==> config.mk <==
export PLATFORM = sky130hd
export DESIGN_NAME = srsf_cell
export DESIGN_NICKNAME = d
export VERILOG_FILES = /design/src/design/srsf_pkg.sv /design/src/design/srsf_cell.sv
export SDC_FILE = /design/constraint.sdc
export NUM_CORES = 1
export LEC_CHECK = 0
export BUFFER_PORTS_ARGS = -buffer_cell sky130_fd_sc_hd__buf_4
export CAP_MARGIN = 20
export CORE_AREA = 2 2 165 167
export CTS_CLUSTER_SIZE = 28
export DETAILED_ROUTE_END_ITERATION = 10
export DIE_AREA = 0 0 167 169
export GPL_TIMING_DRIVEN = 0
export PLACE_DENSITY = 0.74
export SYNTH_ARGS = -nofsm -noshare
export SYNTH_HDL_FRONTEND = slang
export SYNTH_SLANG_ARGS = --single-unit
==> constraint.sdc <==
create_clock -name i_clk -period 1.6 [get_ports i_clk]
set_input_delay 0 -clock i_clk [delete_from_list [all_inputs] [get_ports i_clk]]
set_output_delay 0 -clock i_clk [all_outputs]
set_load 0.05 [all_outputs]
==> src/design/srsf_pkg.sv <==
// Shared types and constants for the short run slot filter.
// Depends on nothing; every other design file refers to it by scoped names.
`timescale 1ns / 1ps
`default_nettype none

package srsf_pkg;

    // Fixed field widths of the channel words.
    localparam int unsigned MAX_SLOTS    = 64;
    localparam int unsigned RUN_W        = 7;
    localparam int unsigned COUNT_W      = 6;
    localparam int unsigned SLOT_COUNT_DEFAULT = 64;

    typedef logic [MAX_SLOTS-1:0] t_mask;
    typedef logic [RUN_W-1:0]     t_run;
    typedef logic [COUNT_W-1:0]   t_count;

    // Partial scan state that travels down the chain of cells.
    typedef struct packed {
        t_mask  slot_mask;
        t_run   min_run;
        t_run   run_len;
        t_mask  run_bits;
        t_mask  kept;
        t_count runs;
    } t_token;

endpackage

`default_nettype wire

==> src/design/srsf_cell.sv <==
// One cell of the scan chain: examines a single slot and registers the token.
// Depends on srsf_pkg.
`timescale 1ns / 1ps
`default_nettype none

module srsf_cell #(
    parameter int unsigned SLOT_INDEX = 0
) (
    input  wire logic             i_clk,
    input  wire logic             i_rst_n,
    input  wire logic             i_en,
    input  wire logic             i_valid,
    input  wire srsf_pkg::t_token i_tok,
    output logic                  o_valid,
    output srsf_pkg::t_token      o_tok
);

    logic             r_valid;
    srsf_pkg::t_token r_tok;
    srsf_pkg::t_token n_tok;

    always_comb begin
        n_tok = i_tok;
        if (i_tok.slot_mask[SLOT_INDEX]) begin
            // Slot present: extend the current run, counting it when it opens here.
            if (i_tok.run_len == '0) begin
                n_tok.runs = i_tok.runs + srsf_pkg::t_count'(1);
            end
            n_tok.run_len              = i_tok.run_len + srsf_pkg::t_run'(1);
            n_tok.run_bits[SLOT_INDEX] = 1'b1;
        end else begin
            // Gap: the open run closes, and is kept if it is long enough.
            if ((i_tok.run_len != '0) && (i_tok.run_len >= i_tok.min_run)) begin
                n_tok.kept = i_tok.kept | i_tok.run_bits;
            end
            n_tok.run_bits = '0;
            n_tok.run_len  = '0;
        end
    end

    always_ff @(posedge i_clk) begin
        if (!i_rst_n) begin
            r_valid <= 1'b0;
        end else if (i_en) begin
            r_valid <= i_valid;
        end
    end

    always_ff @(posedge i_clk) begin
        if (i_en) begin
            r_tok <= n_tok;
        end
    end

    assign o_valid = r_valid;
    assign o_tok   = r_tok;

endmodule

`default_nettype wire

==> flow_summary_export.csv, run 1 <==
group,metric,value,unit
worst_setup_path,required,1.86,ns
sta,worst_pin_slew,0.609,ns
synthesis,synth_fa_ha_area_share,1.35,%
worst_setup_path,reg2reg_to,"o_valid$_SDFFE_PN0P_",
sta,finalHoldViolCount,29,
synthesis,synth_top_family_by_area,"simple AND/OR/NAND/NOR gates",
power,p_per_area,1050,mW/mm^2
synthesis,ys_ff_latch,212,
global_routing,grt_start_max_net_pins,80,
worst_setup_path,ff2ff_setup_slack,0.41,ns
worst_setup_path,reg2regPathDepth,3,
synthesis,synth_cells,707,
synthesis,muxShareOfSynthArea,0.270,%
floorplanning,rows,60,
worst_setup_path,r2r-start,"o_valid$_SDFFE_PN0P_",
floorplanning,io_pins,429,
power,irDropWorstVdd,0.000905,V
sta,period_minus_slack,1.55,ns
job,drv_cap,0,
global_routing,grt_use_total,23.5,%
min_path,whs_path_depth,1,
placed_design,dp_cells,1478,
clock_network,postCtsHoldBufs,216,
finish,mostFrequentLayoutCells,"buf_4 (429), dlygate4sd3_1 (216), edfxtp_1 (211), inv_1 (72), nand3_1 (68)",
min_path,holdCritStartpoint,"i_en",
sta,slew_headroom,59.4,%
min_path,min_to,"o_tok[129]$_SDFFCE_PN0P_",
synthesis,ys.flop_type,"edfxtp_1",
synthesis,synth_simple_gate_area_share,16.7,%
synthesis,syn_nets,933,
clock_network,clkTransAtPathRegs,0.06,ns
worst_setup_path,crit_fanout,4,
global_routing,grt_overflow_total,0,
finish,final_nets,1606,
outcome,status,"finished, violations left",
worst_setup_path,crit_type,"in2reg",
synthesis,synth_area,0.00926,sq mm
synthesis,synth.area.top_cells,"edfxtp_1 (68%), o311ai_0 (6.0%), nor2b_1 (4.4%)",
drt,wl,34900,um
placed_design,port_buffers,428,
drt,drc,0,
clock_network,cts.sinks,212,
floorplanning,die_h,169,um
synthesis,async_reset_ff_share,0,%
finish,area_delta_synth_final,72.4,%
global_routing,grt_use_met2,43.9,%
sta,fin_setup_tns,0,ns
global_routing,grt_pass1_vias,9081,
sta,finalWorstSetupSlack,0.0486,ns
global_routing,antenna_found_initial,0,
synthesis,synth_edf_count,211,
synthesis,synth_top_cell_by_area,"edfxtp_1",
min_path,hold_path.class,"in2reg",
worst_setup_path,startpoint_type,"input pin",
drt,antenna_left,0,
floorplanning,fp.dieW,167,um
sta,hold-worst-slack,-0.0632,ns
placed_design,post-dp-hpwl,22700,um
worst_setup_path,critPathArrivalTime,1.81,ns
power,power,16.7,mW
clock_network,cts-root-buf,"clkbuf_16",
synthesis,synth_area_per_cell,13.1,sq um
synthesis,synth-compound-area-share,6.48,%
floorplanning,coreArea,0.0265,sq mm
drt,wire_per_inst,20.1,um
placed_design,place_ws,-0.665,ns
global_routing,use_met3,4.40,%
global_routing,grt_pass1_wl,51600,um
power,p_leak,6.64,nW
finish,final_common_cell,"buf_4",
sta,slew_viol_final,0,
worst_setup_path,crit_path_end_kind,"flip-flop",
placed_design,place_area,0.0130,sq mm
finish,n_antenna_cell,0,
outcome,violations,"hold timing",
floorplanning,die_area,0.0282,sq mm
sta,max_freq,645,MHz
drt,vias,8561,
synthesis,synthXorXnorAreaFrac,1.03,%
sta,fin_crit_sh,97.0,%
drt,drtIter0Drc,627,
drt,firstDrtPassIters,5,
clock_network,cts_tree,"done",
synthesis,synth.distinct_cells,35,
clock_network,clock_path_buffers,3,
finish,layout-drive-gt1-share,36.1,%
clock_network,clk_latency,0.51,ns
finish,stdcell_count,1739,
synthesis,synth_top_area_share,68.4,%
clock_network,h-tree-depth,1,
sta,setup_violations,0,
clock_network,cts_buffers,24,
sta,skew,0,ns
finish,final_area,0.0160,sq mm
placed_design,gp_congestion,0.845,
synthesis,ys_warn_count,0,
finish,final_util,60.3,%
global_routing,globalRouteMet1Util,26.1,%
floorplanning,start_util,35.0,%
synthesis,synth-seq-area-share,68.6,%
sta,rsz0062_at_grt,"false",
drt,viasPerCell,4.92,
global_routing,grt.busiest_layer,"met2",
-- sequential cells by signal, summed over array words and instances (netlist names) --
name	count
o_valid	1
o_tok	211
-- final cells by class --
cell class              instances  area [sq um]
plain buffers                  48           250
clock buffers                  29           641
multi-input cells             374          2410
inverters                      73           274
fillers                      1944         10500
well taps                     341           427
repair buffers                647          5450
clock inverters                15           171
flip-flops and latches        212          6360
-- synth_stat cells, drive strengths merged, types with 2 or more instances --
cell type and n:
and2 65, and3 4, buf 19, clkbuf 29, edfxtp 211, ha 10, inv 73, nand2 67
nand3 71, nor2 7, nor2b 65, o311ai 63, xnor2 8, xor2 2
-- how the worst max path moves through the flow --
stage	slack, ns	depth (start not counted)	end	from
after global placement	-0.90	3	o_valid$_SDFFE_PN0P_	i_en
after CTS	0.02	7	o_tok[46]$_DFFE_PP_	i_tok[140]
final	0.05	5	o_tok[1]$_DFFE_PP_	i_tok[0]
after detailed placement	-0.67	6	o_tok[10]$_DFFE_PP_	i_tok[136]
after floorplan	0.19	6	o_tok[60]$_DFFE_PP_	i_tok[143]
after global routing	0.009	5	o_tok[1]$_DFFE_PP_	i_tok[0]
-- routing by layer --
layer  up-vias  wire length (um)
met5         -                 0
met2       452             18300
met1      4111             12800
li1       3897                 -
met4         0              1440
met3       101              2320
-- power by group --
part / internal (mW) / switching [mW] / total [mW] / leakage, nW
sequential: 6.64 / 0.147 / 6.78 / 2.06
combinational: 1.50 / 2.65 / 4.15 / 4.18
clock: 3.49 / 2.29 / 5.78 / 0.397
total: 11.6 / 5.10 / 16.7 / 6.64
-- critical path: stages --
cell	delay [ns]
dlygate4sd3_1	0.54
buf_4	0.16
ha_1	0.28
mux2_4	0.27
dlygate4sd3_1	0.56
-- logic make-up after synthesis --
logic type,after synthesis
AND/OR/NAND/NOR,283
buffers and inverters,121
adder cells (fa/ha/maj),10
XOR/XNOR,10
multiplexers,2
AO/OA/AOI/OAI,69
flip-flops,212
-- repair_timing --
item | 4_1_cts | 5_1_grt
setup buffers | 0 | 1
resized for setup | 1 | 13
endpoints found under the setup margin | 42 | 55
hold endpoints to repair | 276 | 39
(Power assumes the default switching activity.)
==> inputs of run 2 (changes only) <==
- PLACE_DENSITY: 0.74 -> default
- SLEW_MARGIN: default -> 15
==> flow_summary_export.csv, run 2 (same netlist as run 1, synthesis figures left out) <==
group,metric,value,unit
clock_network,clk_latency,0.52,ns
clock_network,cts-root-buf,"clkbuf_16",
sta,period_minus_slack,1.52,ns
floorplanning,die_h,169,um
clock_network,cts_buffers,25,
min_path,hold_path.class,"in2reg",
drt,wl,32900,um
clock_network,clkTransAtPathRegs,0.05,ns
global_routing,grt_use_total,22.3,%
clock_network,clock_path_buffers,3,
floorplanning,rows,60,
drt,wire_per_inst,18.9,um
global_routing,grt_pass1_vias,8598,
global_routing,grt_overflow_total,0,
sta,hold-worst-slack,-0.0635,ns
sta,rsz0062_at_grt,"false",
global_routing,grt_pass1_wl,49100,um
worst_setup_path,startpoint_type,"input pin",
sta,skew,0,ns
global_routing,antenna_found_initial,0,
finish,mostFrequentLayoutCells,"buf_4 (429), dlygate4sd3_1 (216), edfxtp_1 (211), inv_1 (73), nand3_1 (68)",
drt,drtIter0Drc,604,
clock_network,postCtsHoldBufs,216,
worst_setup_path,crit_path_end_kind,"flip-flop",
clock_network,h-tree-depth,1,
sta,fin_crit_sh,95.2,%
finish,layout-drive-gt1-share,35.8,%
outcome,violations,"hold timing",
outcome,status,"finished, violations left",
drt,top_layer,"met4",
job,drv_cap,0,
sta,finalHoldViolCount,61,
power,p_leak,6.62,nW
drt,antenna_left,0,
drt,drc,0,
placed_design,gp_congestion,0.787,
drt,wl_met1,12400,um
worst_setup_path,crit_type,"in2reg",
floorplanning,start_util,35.0,%
global_routing,grt_start_max_net_pins,81,
power,p_per_area,1040,mW/mm^2
finish,final_common_cell,"buf_4",
finish,final_nets,1607,
power,irDropWorstVdd,0.00115,V
floorplanning,coreArea,0.0265,sq mm
placed_design,post-dp-hpwl,22300,um
sta,max_freq,657,MHz
placed_design,place_area,0.0130,sq mm
finish,n_antenna_cell,0,
floorplanning,fp.dieW,167,um
worst_setup_path,crit_fanout,4,
placed_design,port_buffers,428,
drt,vias,8244,
finish,largest_register_ffs,211,
finish,final_area,0.0159,sq mm
drt,routed-wl-met3,2360,um
sta,slew_viol_final,0,
drt,wl_met2,17100,um
sta,slew_headroom,62.0,%
sta,worst_pin_slew,0.570,ns
worst_setup_path,required,1.88,ns
finish,area_delta_synth_final,72.1,%
clock_network,cts.sinks,212,
worst_setup_path,critPathArrivalTime,1.80,ns
drt,viasPerCell,4.74,
clock_network,cts_tree,"done",
finish,final_util,60.1,%
floorplanning,die_area,0.0282,sq mm
floorplanning,io_pins,429,
finish,fill_cells,2107,
drt,firstDrtPassIters,5,
sta,setup_violations,0,
==> run 2: path summary, 6_finish.rpt <==
path / startpoint / to / slack (ns) / cells after the start
hold / removal: i_en / o_tok[2]$_DFFE_PP_ / -0.06 / 1
setup reg to reg: o_valid$_SDFFE_PN0P_ / o_valid$_SDFFE_PN0P_ / 0.45 / 3
setup / recovery: i_tok[0] / o_tok[1]$_DFFE_PP_ / 0.08 / 5
hold reg to reg: o_valid$_SDFFE_PN0P_ / o_valid$_SDFFE_PN0P_ / 1.06 / 3
==> run 2: timing repair <==
action | CTS | global route
setup endpoints to repair | 35 | 10
gates resized for setup | 1 | 7
buffers inserted | 0 | 1
endpoints found under the hold margin | 273 | 61
==> run 2: layout make-up <==
cell class | count | area [sq um] | share of cell area [%]
buffer | 48 | 248 | 1.55
clock buffer | 31 | 648 | 4.07
clock inverter | 12 | 136 | 0.856
inverter | 73 | 274 | 1.72
multi-input combinational | 374 | 2400 | 15.1
sequential | 212 | 6360 | 39.9
tap | 341 | 427 | 2.68
timing repair buffer | 647 | 5450 | 34.2
==> run 2: worst max-delay path, stage by stage <==
cell	delay, ns
dlygate4sd3_1	0.54
buf_4	0.16
ha_1	0.29
mux2_4	0.26
dlygate4sd3_1	0.55
==> run 2: per-layer routing <==
metal | vias to the layer above | track usage (%)
met1 | 3948 | 25.4
li1 | 3888 | -
met3 | 64 | 5.38
met4 | 0 | 6.60
met5 | - | 0
met2 | 344 | 41.3
==> run 2: stage by stage <==
stage / hold slack [ns] / instances / power (mW) / setup WS, ns / setup TNS (ns)
3_5_place_dp: 0.179 / 1478 / 10.5 / -0.618 / -37.13
5_1_grt: -0.0630 / 1738 / 17.0 / 0.00755 / 0
4_1_cts: -0.0714 / 1737 / 16.6 / 0.0458 / 0
3_3_place_gp: 0.178 / 1476 / 10.5 / -0.992 / -231.62
2_1_floorplan: 0.0989 / 707 / 8.99 / 0.186 / 0
6_report: -0.0635 / 1738 / 16.5 / 0.0775 / 0
==> run 2: power by group <==
part           switching (mW)  internal [mW]  total, mW
Clock                    2.28           3.34       5.62
Combinational            2.62           1.49       4.11
Sequential              0.132           6.64       6.77
Total                    5.03           11.5       16.5
